### src/rtl/tit_pkg.sv
// ----------------------------------------------------------------------------
// tit_pkg
// Shared types and constants of the tuple intern table: table geometry,
// result status codes and the descriptor tuple layout.
// ----------------------------------------------------------------------------
`default_nettype none

package tit_pkg;

  // Table geometry
  localparam int TABLE_DEPTH = 256;
  localparam int IDX_W       = (TABLE_DEPTH > 1) ? $clog2(TABLE_DEPTH) : 1;
  localparam int CNT_W       = IDX_W + 1;

  // Fixed result field widths
  localparam int ENTRY_W = 8;
  localparam int USED_W  = 9;
  localparam int ST_W    = 2;

  // Status codes
  localparam logic [ST_W-1:0] ST_OK     = 2'd0;
  localparam logic [ST_W-1:0] ST_FULL   = 2'd1;
  localparam logic [ST_W-1:0] ST_CLS0   = 2'd2;
  localparam logic [ST_W-1:0] ST_RANGE  = 2'd3;

  // Item kinds
  localparam logic MODE_INTERN = 1'b0;
  localparam logic MODE_READ   = 1'b1;

  // One stored descriptor tuple (56 bits)
  typedef struct packed {
    logic [7:0]  cls;
    logic [7:0]  flg;
    logic [15:0] va;
    logic [15:0] vb;
    logic [7:0]  lnk;
  } slot_t;

  // One incoming item
  typedef struct packed {
    logic       mode;
    slot_t      tuple;
    logic [7:0] ri;
  } item_t;

  // One result toward the output register
  typedef struct packed {
    logic [ENTRY_W-1:0] idx;
    logic [ST_W-1:0]    st;
    slot_t              slot;
    logic [USED_W-1:0]  used;
  } res_t;

endpackage

`default_nettype wire

### src/rtl/tit_ctrl.sv
// ----------------------------------------------------------------------------
// tit_ctrl
// Sequencer of the intern table: decodes an item, scans the stored entries
// one per cycle through a single 56-bit equality compare, appends on a miss
// unless the table is full, and builds the result.
// ----------------------------------------------------------------------------
`default_nettype none

module tit_ctrl (
  input  wire                      clk,
  input  wire                      rst,
  input  wire                      in_vld,
  input  tit_pkg::item_t           in_item,
  output logic                     in_rdy,
  output logic                     res_vld,
  output tit_pkg::res_t            res,
  input  wire                      res_take,
  output logic                     wr_en,
  output logic [tit_pkg::IDX_W-1:0] wr_addr,
  output tit_pkg::slot_t           wr_data,
  output logic                     rd_en,
  output logic [tit_pkg::IDX_W-1:0] rd_addr,
  input  tit_pkg::slot_t           rd_data
);
  import tit_pkg::*;

  localparam logic [1:0] S_IDLE   = 2'd0;
  localparam logic [1:0] S_RDWAIT = 2'd1;
  localparam logic [1:0] S_SCAN   = 2'd2;
  localparam logic [1:0] S_RESP   = 2'd3;

  logic [1:0]         state, state_next;
  logic [CNT_W-1:0]   ptr, ptr_next;
  logic [CNT_W-1:0]   count, count_next;
  logic               cmp_vld, cmp_vld_next;
  logic [IDX_W-1:0]   cmp_idx, cmp_idx_next;
  slot_t              tup, tup_next;
  logic [ENTRY_W-1:0] res_idx, res_idx_next;
  logic [ST_W-1:0]    res_st, res_st_next;
  slot_t              res_slot, res_slot_next;
  logic               issue;
  logic               ri_bad;

  // Read index range check against zero, fill count and depth
  assign ri_bad = (in_item.ri == 8'd0) ||
                  (32'(in_item.ri) >= 32'(count)) ||
                  (32'(in_item.ri) >= 32'(TABLE_DEPTH));

  // More entries left to fetch in the scan
  assign issue = (ptr < count);

  assign wr_data = tup;
  assign wr_addr = count[IDX_W-1:0];

  // Next-state and datapath control
  always_comb begin
    state_next    = state;
    ptr_next      = ptr;
    count_next    = count;
    cmp_vld_next  = 1'b0;
    cmp_idx_next  = ptr[IDX_W-1:0];
    tup_next      = tup;
    res_idx_next  = res_idx;
    res_st_next   = res_st;
    res_slot_next = res_slot;
    rd_en         = 1'b0;
    rd_addr       = ptr[IDX_W-1:0];
    wr_en         = 1'b0;
    unique case (state)
      S_IDLE: begin
        if (in_vld) begin
          tup_next      = in_item.tuple;
          res_slot_next = '0;
          if (in_item.mode == MODE_READ) begin
            if (ri_bad) begin
              res_idx_next = '0;
              res_st_next  = ST_RANGE;
              state_next   = S_RESP;
            end else begin
              rd_en        = 1'b1;
              rd_addr      = IDX_W'(in_item.ri);
              res_idx_next = ENTRY_W'(in_item.ri);
              res_st_next  = ST_OK;
              state_next   = S_RDWAIT;
            end
          end else if (in_item.tuple.cls == 8'd0) begin
            res_idx_next = '0;
            res_st_next  = ST_CLS0;
            state_next   = S_RESP;
          end else begin
            ptr_next   = CNT_W'(1);
            state_next = S_SCAN;
          end
        end
      end
      S_RDWAIT: begin
        res_slot_next = rd_data;
        state_next    = S_RESP;
      end
      S_SCAN: begin
        // fetch one entry a cycle, compare it the cycle after
        rd_en        = issue;
        cmp_vld_next = issue;
        if (issue) begin
          ptr_next = ptr + CNT_W'(1);
        end
        priority if (cmp_vld && (rd_data == tup)) begin
          res_idx_next = ENTRY_W'(cmp_idx);
          res_st_next  = ST_OK;
          state_next   = S_RESP;
        end else if (!issue && !cmp_vld) begin
          if (count >= CNT_W'(TABLE_DEPTH)) begin
            res_idx_next = '0;
            res_st_next  = ST_FULL;
          end else begin
            wr_en        = 1'b1;
            count_next   = count + CNT_W'(1);
            res_idx_next = ENTRY_W'(count);
            res_st_next  = ST_OK;
          end
          state_next = S_RESP;
        end else begin
          // keep scanning
          state_next = S_SCAN;
        end
      end
      S_RESP: begin
        if (res_take) begin
          state_next = S_IDLE;
        end
      end
    endcase
  end

  // Control registers
  always_ff @(posedge clk) begin
    if (rst) begin
      state   <= S_IDLE;
      ptr     <= '0;
      count   <= CNT_W'(1);
      cmp_vld <= 1'b0;
    end else begin
      state   <= state_next;
      ptr     <= ptr_next;
      count   <= count_next;
      cmp_vld <= cmp_vld_next;
    end
  end

  // Payload registers
  always_ff @(posedge clk) begin
    tup      <= tup_next;
    cmp_idx  <= cmp_idx_next;
    res_idx  <= res_idx_next;
    res_st   <= res_st_next;
    res_slot <= res_slot_next;
  end

  assign in_rdy   = (state == S_IDLE);
  assign res_vld  = (state == S_RESP);
  assign res.idx  = res_idx;
  assign res.st   = res_st;
  assign res.slot = res_slot;
  assign res.used = USED_W'(count);

  // Checks
  a_append_grows: assert property (@(posedge clk) disable iff (rst)
    wr_en |=> (count == $past(count) + CNT_W'(1)))
    else $error("fill count did not grow on append");

  a_no_write_when_full: assert property (@(posedge clk) disable iff (rst)
    wr_en |-> (count < CNT_W'(TABLE_DEPTH)))
    else $error("append into a full table");

  a_count_stable: assert property (@(posedge clk) disable iff (rst)
    !wr_en |=> (count == $past(count)))
    else $error("fill count changed without append");

  a_ok_nonzero: assert property (@(posedge clk) disable iff (rst)
    (res_vld && res_st == ST_OK) |-> (res_idx != '0))
    else $error("ok result with reserved index");

  a_take_in_resp: assert property (@(posedge clk) disable iff (rst)
    res_take |-> res_vld)
    else $error("result taken while none pending");

endmodule

`default_nettype wire

### config.mk
export PLATFORM = sky130hd
export DESIGN_NAME = tit_ctrl
export DESIGN_NICKNAME = d
export VERILOG_FILES = /design/src/rtl/tit_pkg.sv /design/src/rtl/tit_ctrl.sv
export SDC_FILE = /design/constraint.sdc
export NUM_CORES = 1
export LEC_CHECK = 0
export BUFFER_PORTS_ARGS = -buffer_cell sky130_fd_sc_hd__buf_2
export CORE_MARGIN = 2
export CORE_UTILIZATION = 45
export DETAILED_ROUTE_END_ITERATION = 6
export PLACE_DENSITY_LB_ADDON = 0.25
export SLEW_MARGIN = 10
export SYNTH_ARGS = -nofsm -noshare
export SYNTH_HDL_FRONTEND = slang
export SYNTH_SLANG_ARGS = --single-unit
### constraint.sdc
create_clock -name clk -period 4.8 [get_ports clk]
set_input_delay 0 -clock clk [delete_from_list [all_inputs] [get_ports clk]]
set_output_delay 0 -clock clk [all_outputs]
set_load 0.01 [all_outputs]
# Word-level counts from Yosys, hierarchy flattened
# Cells that the tools add are included.
dict set report op_classes {
  add_sub_neg 2
  n_lt_le_gt_ge 3
  n_mux 43
  eq_ne 11
  n_reduce_logical 17
  bitwise_logic 3
}
# cell count
set op_table {}
lappend op_table {{one-hot mux 56 bit (2 select lines)} 1}
lappend op_table {{2-to-1 mux 8 bit} 11}
lappend op_table {{equality test 56 bit} 1}
lappend op_table {{2-to-1 mux 56 bit} 1}
lappend op_table {{2-to-1 mux 9 bit} 4}
lappend op_table {{2-to-1 mux 2 bit} 10}
lappend op_table {{adder 9 x 1 -> 9 bit (second input constant)} 2}
lappend op_table {{one-hot mux 9 bit (2 select lines)} 1}
lappend op_table {{logical NOT 8 bit} 2}
lappend op_table {{one-hot mux 8 bit (2 select lines)} 1}
lappend op_table {{2-to-1 mux 1 bit} 11}
lappend op_table {{>= comparator 8 x 9 -> 1 bit} 1}
lappend op_table {{>= comparator 9 bit (second input constant)} 1}
lappend op_table {{less-than comparator 9 bit} 1}
lappend op_table {{!= test 2 bit (second input constant)} 4}
lappend op_table {{one-hot mux 2 bit (4 select lines)} 1}
lappend op_table {{AND reduction 4 bit} 2}
lappend op_table {{AND reduction 2 bit} 3}
lappend op_table {{AND reduction 5 bit} 1}
lappend op_table {{equality test 2 bit (second input constant)} 2}
lappend op_table {{one-hot mux 2 bit (2 select lines)} 1}
lappend op_table {{nonzero test 2 bit} 2}
lappend op_table {{!= test 3 x 2 -> 1 bit (second input constant)} 1}
lappend op_table {{!= test 3 bit (second input constant)} 1}
lappend op_table {{9 further kinds} 13}
dict set report totals {
  ff_bits 151
  out_inout_bits 151
  input_bits 125
}

# Longest topological paths before layout
# Gate-level depths: netlist of the first run.
dict set report logic_depth {
  depth_word 6
  ltp_mapped 9
}

# Worst setup path after synthesis of the first run
# No wires, ideal clock.
dict set report synth_timing {
  kind {register to register}
  start {register state[0]}
  end {register res_slot, in the netlist res[10], enable pin}
  setup_time_ps 412
  setup_slack_ps 989
  required_time_ps 4388
  n_path_buf 1
  period_less_slack_ps 3811
  arrival_ps 3398
  path_stages_with_launch 7
  path_cell_list {dfxtp_1 inv_1 ha_1 clkbuf_1 nand2_1 inv_1 a21o_1}
}
dict set report synth_via {
  elab_chain_cells 3
  word_cells_on_any_way 5
}
# element line_no
set synth_lines {}
lappend synth_lines {{start, declared} tit_ctrl.sv:32} ;# logic [1:0] state, state_next;
lappend synth_lines {{start signal, assigned} tit_ctrl.sv:143} ;# state <= state_next;
lappend synth_lines {{logical NOT 2 bit (*)} n/a}
lappend synth_lines {{net in_rdy} tit_ctrl.sv:14} ;# output logic in_rdy,
lappend synth_lines {{!= test 2 bit (no source line) / nonzero test 2 bit (equally long branches)} n/a}
lappend synth_lines {{AND reduction 2 bit (no source line) (*)} n/a}
lappend synth_lines {{end signal, assigned} tit_ctrl.sv:156} ;# res_slot <= res_slot_next;
lappend synth_lines {{end, declared} tit_ctrl.sv:40} ;# slot_t res_slot, res_slot_next;
# The timed path passes the listed nets; every way through them passes the cells marked *.
# A chain may end at the register's enable or synchronous reset.

# Worst setup path after layout of the first run
dict set report layout_timing {
  start {register tup, in the netlist wr_data[10]}
  end {register res_idx[5], enable pin}
}
dict set report layout_via {
  elab_chain_cells 4
}
# element line_no
set layout_lines {}
lappend layout_lines {{start, declared} tit_ctrl.sv:37} ;# slot_t tup, tup_next;
lappend layout_lines {{start signal, assigned} tit_ctrl.sv:152} ;# tup <= tup_next;
lappend layout_lines {{equality test 56 bit} tit_ctrl.sv:107} ;# priority if (cmp_vld && (rd_data == tup)) begin
lappend layout_lines {{logical AND 1 bit} tit_ctrl.sv:107}
lappend layout_lines {{!= test 3 bit (no source line)} n/a}
lappend layout_lines {{AND reduction 4 bit (no source line)} n/a}
lappend layout_lines {{end signal, assigned} tit_ctrl.sv:154} ;# res_idx <= res_idx_next;
lappend layout_lines {{end, declared} tit_ctrl.sv:38} ;# logic [ENTRY_W-1:0] res_idx, res_idx_next;
# Every way passes these cells.

==> impl_metrics.env, run 1 <==
export IMPL_hpwl_um=14500
export IMPL_overflow=0
export IMPL_peakVddDrop_v=0.000259
export IMPL_finalHoldViolations=0
export IMPL_portBuffers=275
export IMPL_grt_max_degree=58
export IMPL_worstSetupStartpoint="wr_data[10]"
export IMPL_synthSimpleGateAreaFrac_pct=13.6
export IMPL_synth_top_cell_area_share_pct=53.5
export IMPL_worst_setup_path_end_kind="register"
export IMPL_antenna_found_initial=1
export IMPL_powerDensity_nw_per_um2=461
export IMPL_final_nets=1064
export IMPL_fmax_mhz=291
export IMPL_cp_slowest_cell="a21oi_1"
export IMPL_clock_sinks=151
export IMPL_io_pins=276
export IMPL_synth_adder_area_share_pct=4.20
export IMPL_status="completed"
export IMPL_synthFlopType="edfxtp_1"
export IMPL_fin_ws_ns=1.36
export IMPL_synth_mux_area_share_pct=1.96
export IMPL_setup_tns_ns=0
export IMPL_skew_ns=0.00983
export IMPL_synth_top_family_by_area="simple AND/OR/NAND/NOR gates"
export IMPL_critical_path_class="reg -> reg"
export IMPL_worstReg2RegStart="wr_data[10]"
export IMPL_synthArstFlopShare_pct=0
export IMPL_cts_root_buf="clkbuf_16"
export IMPL_layout_min_cycle_time_ns=3.44
export IMPL_dieArea_sq_um=16200
export IMPL_yosys_area_top_type="edfxtp_1"
export IMPL_setup_violations=0
export IMPL_slew_violations=0
export IMPL_critPathTopFamily="simple AND/OR/NAND/NOR gates"
export IMPL_p_leak_nw=4.37
export IMPL_h_tree_depth=4
export IMPL_firstDrtPassIters=4
export IMPL_grtUsageTotal_pct=25.9
export IMPL_syn_inst=520
export IMPL_drive_gt1_share_pct=35.0
export IMPL_ys_types=47
export IMPL_final_util_pct=67.7
export IMPL_dpl_worst_slack_ns=1.36
export IMPL_worstPathRequired_ns=4.84
export IMPL_synth_area_per_cell_sq_um=13.2
export IMPL_cap_violations=0
export IMPL_vias_per_cell=5.22
export IMPL_yosysSeqAreaShare_pct=62.0
export IMPL_crit_fanout=18
export IMPL_coreArea_sq_um=15000
export IMPL_cts_buffers=17
export IMPL_path_cells="xnor2_1 > nand4_1 > nor4_1 > nand4_1 > and2_1 > a21oi_1"
export IMPL_syn_cell_area_sq_um=6840
export IMPL_drc=0
export IMPL_grt_pass1_vias=5892
export IMPL_initial_core_util_pct=45.5
export IMPL_cts_buffer_depth=2
export IMPL_cts_resized=0
export IMPL_globalplace_congestion=0.873
export IMPL_synth_compound_area_share_pct=8.08
export IMPL_worstHoldStart="in_vld"
export IMPL_tightest_slew_ns=1.11
export IMPL_crit_path_frequent_cell="nand4_1"
export IMPL_drtIter0Drc=386
export IMPL_area_growth_pct=48.6
export IMPL_yosys_register_bits=151
export IMPL_worstSetupStartpointType="register"
export IMPL_critPathArrivalTime_ns=3.48
export IMPL_rows=45
export IMPL_cp_num_buf_inv=0
export IMPL_clk_pin_slew_worst_paths_ns=0.06
export IMPL_grt_setup_unrepaired="false"
export IMPL_holdWs_ns=0.0703
export IMPL_yosys_top_cells_area="edfxtp_1 (54%), dfxtp_1 (8.5%), xnor2_1 (7.3%)"
export IMPL_wl_per_cell_um=19.0
export IMPL_slew_headroom_pct=25.1
export IMPL_period_share_pct=71.7
export IMPL_synth_edf_count=122
export IMPL_grt_pass1_wl_um=31500
export IMPL_synth_warnings=0
export IMPL_vias=5834
export IMPL_clock_latency_ns=0.42
export IMPL_routed_wl_um=21200
export IMPL_synth_xor_area_share_pct=7.29
export IMPL_dieHeight_um=127
export IMPL_hp_class="in -> reg"
export IMPL_syn_nets=668
export IMPL_cts_tree="done"
export IMPL_die_width_um=127
export IMPL_slowest_delay_ns=0.72
export IMPL_detail_route_antenna_nets=0
-- state kept, by name (all words and copies together) (netlist names), 2 cells and up --
register / cells
count: 9
state: 2
cmp_idx: 8
wr_data: 56
res: 56
ptr: 9
res_idx: 8
res_st: 2
-- metal layers --
| layer | up-vias | global-route usage (%) | wire length (um) |
|---|---|---|---|
| li1 | 2705 | - | - |
| met1 | 2806 | 27.8 | 7780 |
| met2 | 267 | 47.3 | 11200 |
| met3 | 56 | 6.49 | 1440 |
| met4 | 0 | 12.6 | 806 |
| met5 | - | 0 | 0 |
-- path summary, 6_finish.rpt --
check | depth (start not counted) | slack [ns] | endpoint
worst max-delay path | 6 | 1.36 | res_idx[5]
worst max register to register | 6 | 1.36 | res_idx[5]
worst min register to register | 0 | 0.45 | cmp_idx[5]
worst min-delay path | 4 | 0.07 | state[1]
-- cell usage after synthesis (8+ instances only) --
cell type and number:
nor2_1 26, nor4_1 12, edfxtp_1 122, xnor2_1 57, inv_1 17, mux2_2 9, and3_1 11, a21oi_1 13
clkbuf_1 14, a211o_1 10, nand4_1 19, buf_4 8, nand2_1 20, and2_1 58, nand3_1 10, ha_1 23
dfxtp_1 29
-- layout make-up --
cell class	instances	area (sq um)
fill	1059	4860
sequential	151	4240
timing repair buffer	401	2630
multi-input combinational	328	2410
clock buffer	19	433
tap	188	235
clock inverter	13	156
inverter	17	63.8
antenna	1	2.50
-- cells in the final DEF, fill, tap and decap left out, types with 2 or more instances in the layout --
master           n
a211o_1         10
a211oi_1         3
a21o_1           5
a21oi_1         13
a311oi_1         3
a41o_1           4
and2_1          58
and3_1          11
and4_1           2
buf_2          275
buf_4            3
bufinv_16        3
clkbuf_1         2
clkbuf_16       17
clkinv_2         3
clkinv_4         4
dfxtp_1         29
dlygate4sd3_1  123
edfxtp_1       122
ha_1            23
inv_1           16
mux2_1           2
mux2_2           9
nand2_1         20
nand2b_1         3
nand3_1         10
nand4_1         19
nor2_1          26
nor3_1           2
nor4_1          12
o21a_1           5
o21ai_0          7
o22ai_1          2
o31a_1           4
or4_1            2
xnor2_1         57
-- worst reg2reg max path: cells and delay by family, from the launching register on --
kind / cells / cell delay, ns
flops: 1 / 0.42
xor+xnor: 1 / 0.21
simple gates: 4 / 1.70
compound gates: 1 / 0.72
-- power breakdown --
part	total [W]	switching, W	internal, W
Combinational	0.00137	0.000834	0.000538
Clock	0.00133	0.000515	0.000813
Sequential	0.00199	0.000140	0.00185
-- cells by family (layout without fill, tap and decap cells) --
group	count (synthesis)	in the layout
compound gates	68	68
xor+xnor	57	57
fa+ha+maj	23	23
buf+inv	41	450
flops	151	151
mux	12	12
other cells	0	1
simple gates	168	168
-- timing repair --
item,4_1_cts,5_1_grt
buffers inserted,0,0
hold buffers,123,0
hold endpoints to repair,125,0
-- through the flow --
stage | cells | power [W] | instance area [sq um]
global placement | 962 | 0.00325 | 8350
floorplan | 520 | 0.00275 | 6840
finish | 1118 | 0.00469 | 10200
CTS | 1117 | 0.00469 | 10200
detailed placement | 962 | 0.00329 | 8350
global route | 1118 | 0.00490 | 10200
(Power assumes the default switching activity.)
==> run 2: changes to the inputs <==
clock period = 3.2 ns   (was 4.8 ns; I/O delays follow)
==> impl_metrics.env, run 2 (synthesized netlist as in run 1, its figures left out) <==
export IMPL_crit_fanout=9
export IMPL_drc=0
export IMPL_grt_pass1_vias=6076
export IMPL_period_share_pct=94.5
export IMPL_powerDensity_nw_per_um2=691
export IMPL_final_util_pct=68.0
export IMPL_p_leak_nw=4.40
export IMPL_area_growth_pct=49.4
export IMPL_globalplace_congestion=0.879
export IMPL_worst_setup_path_end_kind="primary output"
export IMPL_skew_ns=0.00947
export IMPL_clk_pin_slew_worst_paths_ns=0.06
export IMPL_fmax_mhz=331
export IMPL_finalHoldViolations=0
export IMPL_portBuffers=275
export IMPL_final_nets=1071
export IMPL_hold_depth=2
export IMPL_cts_setup_buffers=0
export IMPL_cts_root_buf="clkbuf_16"
export IMPL_h_tree_depth=4
export IMPL_layout_min_cycle_time_ns=3.03
export IMPL_r2r_end="res_idx[6]"
export IMPL_reg2reg_slack_ns=0.27
export IMPL_rows=45
export IMPL_hpwl_um=14500
export IMPL_dpl_worst_slack_ns=0.283
export IMPL_grt_pass1_wl_um=33400
export IMPL_worstHoldStart="rst"
export IMPL_setup_tns_ns=0
export IMPL_grt_setup_unrepaired="false"
export IMPL_fin_ws_ns=0.175
export IMPL_firstDrtPassIters=5
export IMPL_drive_gt1_share_pct=35.9
export IMPL_critical_path_class="reg -> out"
export IMPL_cts_tree="done"
export IMPL_detail_route_antenna_nets=0
export IMPL_cts_buffers=17
export IMPL_overflow=0
export IMPL_drtIter0Drc=381
export IMPL_hp_class="in -> reg"
export IMPL_clock_latency_ns=0.42
export IMPL_initial_core_util_pct=45.5
export IMPL_slew_headroom_pct=23.3
export IMPL_dieArea_sq_um=16200
export IMPL_dieHeight_um=127
export IMPL_worstSetupStartpointType="register"
export IMPL_clock_sinks=151
export IMPL_r2r_cells=8
export IMPL_final_cells=1126
export IMPL_dp_cells=970
export IMPL_grtUsageTotal_pct=27.3
export IMPL_layout_commonest_cell="buf_2"
export IMPL_antenna_found_initial=2
export IMPL_holdWs_ns=0.0135
export IMPL_die_width_um=127
export IMPL_vias_per_cell=5.26
export IMPL_setup_violations=0
export IMPL_slew_violations=0
export IMPL_critPathArrivalTime_ns=3.03
export IMPL_io_pins=276
export IMPL_mostFrequentLayoutCells="buf_2 (275), dlygate4sd3_1 (122), edfxtp_1 (122)"
export IMPL_cts_buffer_depth=2
export IMPL_routed_wl_um=22200
export IMPL_wl_per_cell_um=19.7
export IMPL_status="completed"
export IMPL_tightest_slew_ns=1.14
export IMPL_vias=5918
export IMPL_worstReg2RegStart="count[8]"
export IMPL_coreArea_sq_um=15000
export IMPL_peakVddDrop_v=0.000409
export IMPL_grt_max_degree=58
export IMPL_cap_violations=0
export IMPL_worstPathRequired_ns=3.20
export IMPL_whs_endpoint="count[1]"
## run 2: changes by cell type in the layout (fill, tap and decap cells not counted), sizes merged
cell         delta
buf             +8
bufinv          -1
clkbuf          -1
clkinv          -2
clkinvlp        +1
diode           +1
dlygate4sd3     -1
inv             +3
## run 2: cell type report
cell class / instances / area (sq um)
multi-input cells: 328 / 2420
well taps: 188 / 235
clock buffers: 18 / 429
inverters: 17 / 67.6
flip-flops and latches: 151 / 4240
repair buffers: 408 / 2680
fillers: 1070 / 4810
diodes: 2 / 5.00
clock inverters: 14 / 148
## run 2: worst max-delay path by stage
stage / startpoint / to / slack (ns) / cells past startpoint
after floorplan: state[0] / res[10] / 0.32 / 6
after global placement: count[8] / res_idx[2] / 0.42 / 8
after detailed placement: count[8] / res_idx[3] / 0.28 / 8
after CTS: count[2] / rd_addr[6] / 0.13 / 9
after global routing: count[2] / rd_addr[6] / 0.05 / 9
final: count[2] / rd_addr[6] / 0.17 / 9
## run 2: repair_timing
| item | in CTS | in global routing |
|---|---|---|
| endpoints found under the setup margin | 8 | 8 |
| endpoints found under the hold margin | 122 | 0 |
| resized for setup | 1 | 1 |
| gates cloned | 0 | 0 |
| hold buffers | 122 | 0 |
## run 2: critical path, stage by stage (launching register included)
cell	delay, ns
dfxtp_1	0.46
inv_1	0.17
ha_1	0.32
nand4_1	0.12
o21ai_0	0.15
a222oi_1	0.38
o21a_2	0.27
nand3_2	0.24
mux2_2	0.35
buf_2	0.14
## run 2: per-stage QoR
stage	instance area, sq um	total power (W)
floorplan	6850	0.00411
global placement	8420	0.00491
detailed placement	8420	0.00496
CTS	10200	0.00704
global route	10200	0.00738
finish	10200	0.00707
## run 2: power breakdown
group	switching (W)	internal, W
sequential	0.000210	0.00278
combinational	0.00128	0.000826
clock	0.000815	0.00115
## run 2: layer usage
layer	GRT usage [%]	wire (um)	up-vias
li1	-	-	2724
met1	30.0	8140	2834
met2	48.4	11400	284
met3	7.54	1560	76
met4	13.4	1050	0
met5	0	0	-
==> run 3: changes to the inputs <==
ABC_AREA = 1   (was default)
==> impl_metrics.env, run 3 <==
export IMPL_drc=0
export IMPL_drtIter0Drc=496
export IMPL_dp_cells=1327
export IMPL_dieHeight_um=133
export IMPL_setup_violations=0
export IMPL_drive_gt1_share_pct=27.0
export IMPL_worst_setup_path_end_kind="primary output"
export IMPL_grt_pass1_wl_um=35600
export IMPL_syn_inst=849
export IMPL_dieArea_sq_um=17600
export IMPL_fmax_mhz=354
export IMPL_cts_tree="done"
export IMPL_grt_max_degree=58
export IMPL_period_share_pct=88.3
export IMPL_synth_area_per_cell_sq_um=8.77
export IMPL_area_growth_pct=45.7
export IMPL_cts_resized=0
export IMPL_cts_root_buf="clkbuf_16"
export IMPL_tightest_slew_ns=0.797
export IMPL_antenna_cells=0
export IMPL_powerDensity_nw_per_um2=709
export IMPL_layout_min_cycle_time_ns=2.83
export IMPL_critPathArrivalTime_ns=2.83
export IMPL_n_fill_cell=1368
export IMPL_rows=47
export IMPL_syn_cell_area_sq_um=7450
export IMPL_layout_commonest_cell="buf_2"
export IMPL_setup_tns_ns=0
export IMPL_grt_pass1_vias=6859
export IMPL_slew_headroom_pct=46.8
export IMPL_cts_setup_buffers=0
export IMPL_portBuffers=275
export IMPL_yosys_top_cells_area="edfxtp_1 (49%), nand2_1 (13%), inv_1 (7.9%)"
export IMPL_fin_ws_ns=0.373
export IMPL_globalplace_congestion=0.882
export IMPL_antenna_found_initial=0
export IMPL_firstDrtPassIters=5
export IMPL_synth_warnings=0
export IMPL_hp_class="in -> reg"
export IMPL_synth_most_common_cell="nand2_1"
export IMPL_status="completed"
export IMPL_critical_path_class="reg -> out"
export IMPL_ys_types=35
export IMPL_peakVddDrop_v=0.000433
export IMPL_mostFrequentLayoutCells="buf_2 (275), nand2_1 (262), inv_1 (156)"
export IMPL_yosysSeqAreaShare_pct=57.0
export IMPL_holdWs_ns=0.0410
export IMPL_final_nets=1398
export IMPL_initial_core_util_pct=45.5
export IMPL_synth_commonest_cells="nand2_1 (263), inv_1 (157), edfxtp_1 (122), nor2_1 (83), nand3_1 (34)"
export IMPL_coreArea_sq_um=16300
export IMPL_synthFlopType="edfxtp_1"
export IMPL_worstSetupStartpointType="register"
export IMPL_hold_buffers=124
export IMPL_detail_route_antenna_nets=0
export IMPL_worstPathRequired_ns=3.20
export IMPL_final_cells=1483
export IMPL_wl_per_cell_um=15.3
export IMPL_grt_setup_unrepaired="false"
export IMPL_dpl_worst_slack_ns=0.828
export IMPL_hpwl_um=16000
export IMPL_stdcell_area_sq_um=10800
export IMPL_clock_latency_ns=0.42
export IMPL_place_area_sq_um=9030
export IMPL_synthArstFlopShare_pct=0
export IMPL_io_pins=276
export IMPL_h_tree_depth=4
export IMPL_cts_buffer_depth=2
export IMPL_synth_top_cell_area_share_pct=49.2
export IMPL_routed_wl_um=22700
export IMPL_clk_pin_slew_worst_paths_ns=0.06
export IMPL_cts_buffers=17
export IMPL_clock_sinks=151
export IMPL_grtUsageTotal_pct=26.2
export IMPL_die_width_um=133
export IMPL_yosys_area_top_type="edfxtp_1"
export IMPL_crit_fanout=15
export IMPL_yosys_register_bits=151
export IMPL_p_leak_nw=5.66
export IMPL_vias=6870
export IMPL_slew_violations=0
export IMPL_synth_edf_count=122
export IMPL_finalHoldViolations=0
export IMPL_syn_nets=997
export IMPL_skew_ns=0.00710
export IMPL_overflow=0
export IMPL_vias_per_cell=4.63
export IMPL_cap_violations=0
==> run 3: cell count changes after synthesis, moves of 11 or more <==
cell     before  now
inv_1        17  157
nand4_1      19    6
and3_1       11    0
nor4_1       12    1
xnor2_1      57   10
nand3_1      10   34
and2_1       58    0
a21oi_1      13   26
o21ai_1       0   12
nand2_1      20  263
nor2_1       26   83
==> run 3: metrics by stage <==
stage | util (%) | total power (W)
after global routing | 66.4 | 0.00812
after floorplan | - | 0.00457
after CTS | 66.4 | 0.00772
after global placement | 55.2 | 0.00557
final | 66.4 | 0.00769
after detailed placement | 55.2 | 0.00561
==> run 3: cell families after synthesis <==
group                    Yosys count  share of synthesized area, %
AO/OA/AOI/OAI                     48                          3.36
XOR/XNOR                          18                          2.12
adder cells (fa/ha/maj)           23                          3.86
buffers and inverters            190                          10.1
flip-flops                       151                          57.0
AND/OR/NAND/NOR                  419                          23.5
==> run 3: worst paths after layout <==
kind,from,to,slack [ns],cells past startpoint
max,count[2],rd_addr[4],0.37,12
min,in_item[64],res_st[0],0.04,3
max reg2reg,count[2],state[1],0.66,11
min reg2reg,ptr[0],cmp_idx[0],0.47,0
==> run 3: area by class of cell <==
| type | instances | area [sq um] | share of cell area, % |
|---|---|---|---|
| inverter | 168 | 631 | 5.81 |
| multi-input combinational | 508 | 2450 | 22.6 |
| timing repair buffer | 404 | 2670 | 24.6 |
| clock buffer | 23 | 478 | 4.41 |
| clock inverter | 9 | 101 | 0.934 |
| tap | 220 | 275 | 2.54 |
| sequential | 151 | 4240 | 39.1 |
==> run 3: report_power, final <==
part	switching [W]	leakage, nW	internal (W)
clock	0.000760	0.287	0.00120
sequential	0.000278	1.42	0.00292
combinational	0.00162	3.96	0.000906
==> run 3: critical path, cell delays in order (launching register included) <==
cell      delay [ns]
dfxtp_1         0.49
inv_1           0.13
ha_1            0.31
nand4_1         0.14
o21ai_1         0.07
o21ai_0         0.14
inv_1           0.07
nor2_2          0.14
nand3_1         0.41
clkinv_1        0.20
nor2_1          0.06
a21oi_1         0.11
buf_2           0.15
==> run 3: routing by layer <==
metal / global-route usage (%) / part of all wire, % / vias to the layer above
met2: 45.7 / 50 / 282
met1: 32.0 / 40 / 3110
met3: 5.94 / 7.2 / 42
li1: - / - / 3436
met5: 0 / 0 / -
met4: 8.78 / 2.2 / 0
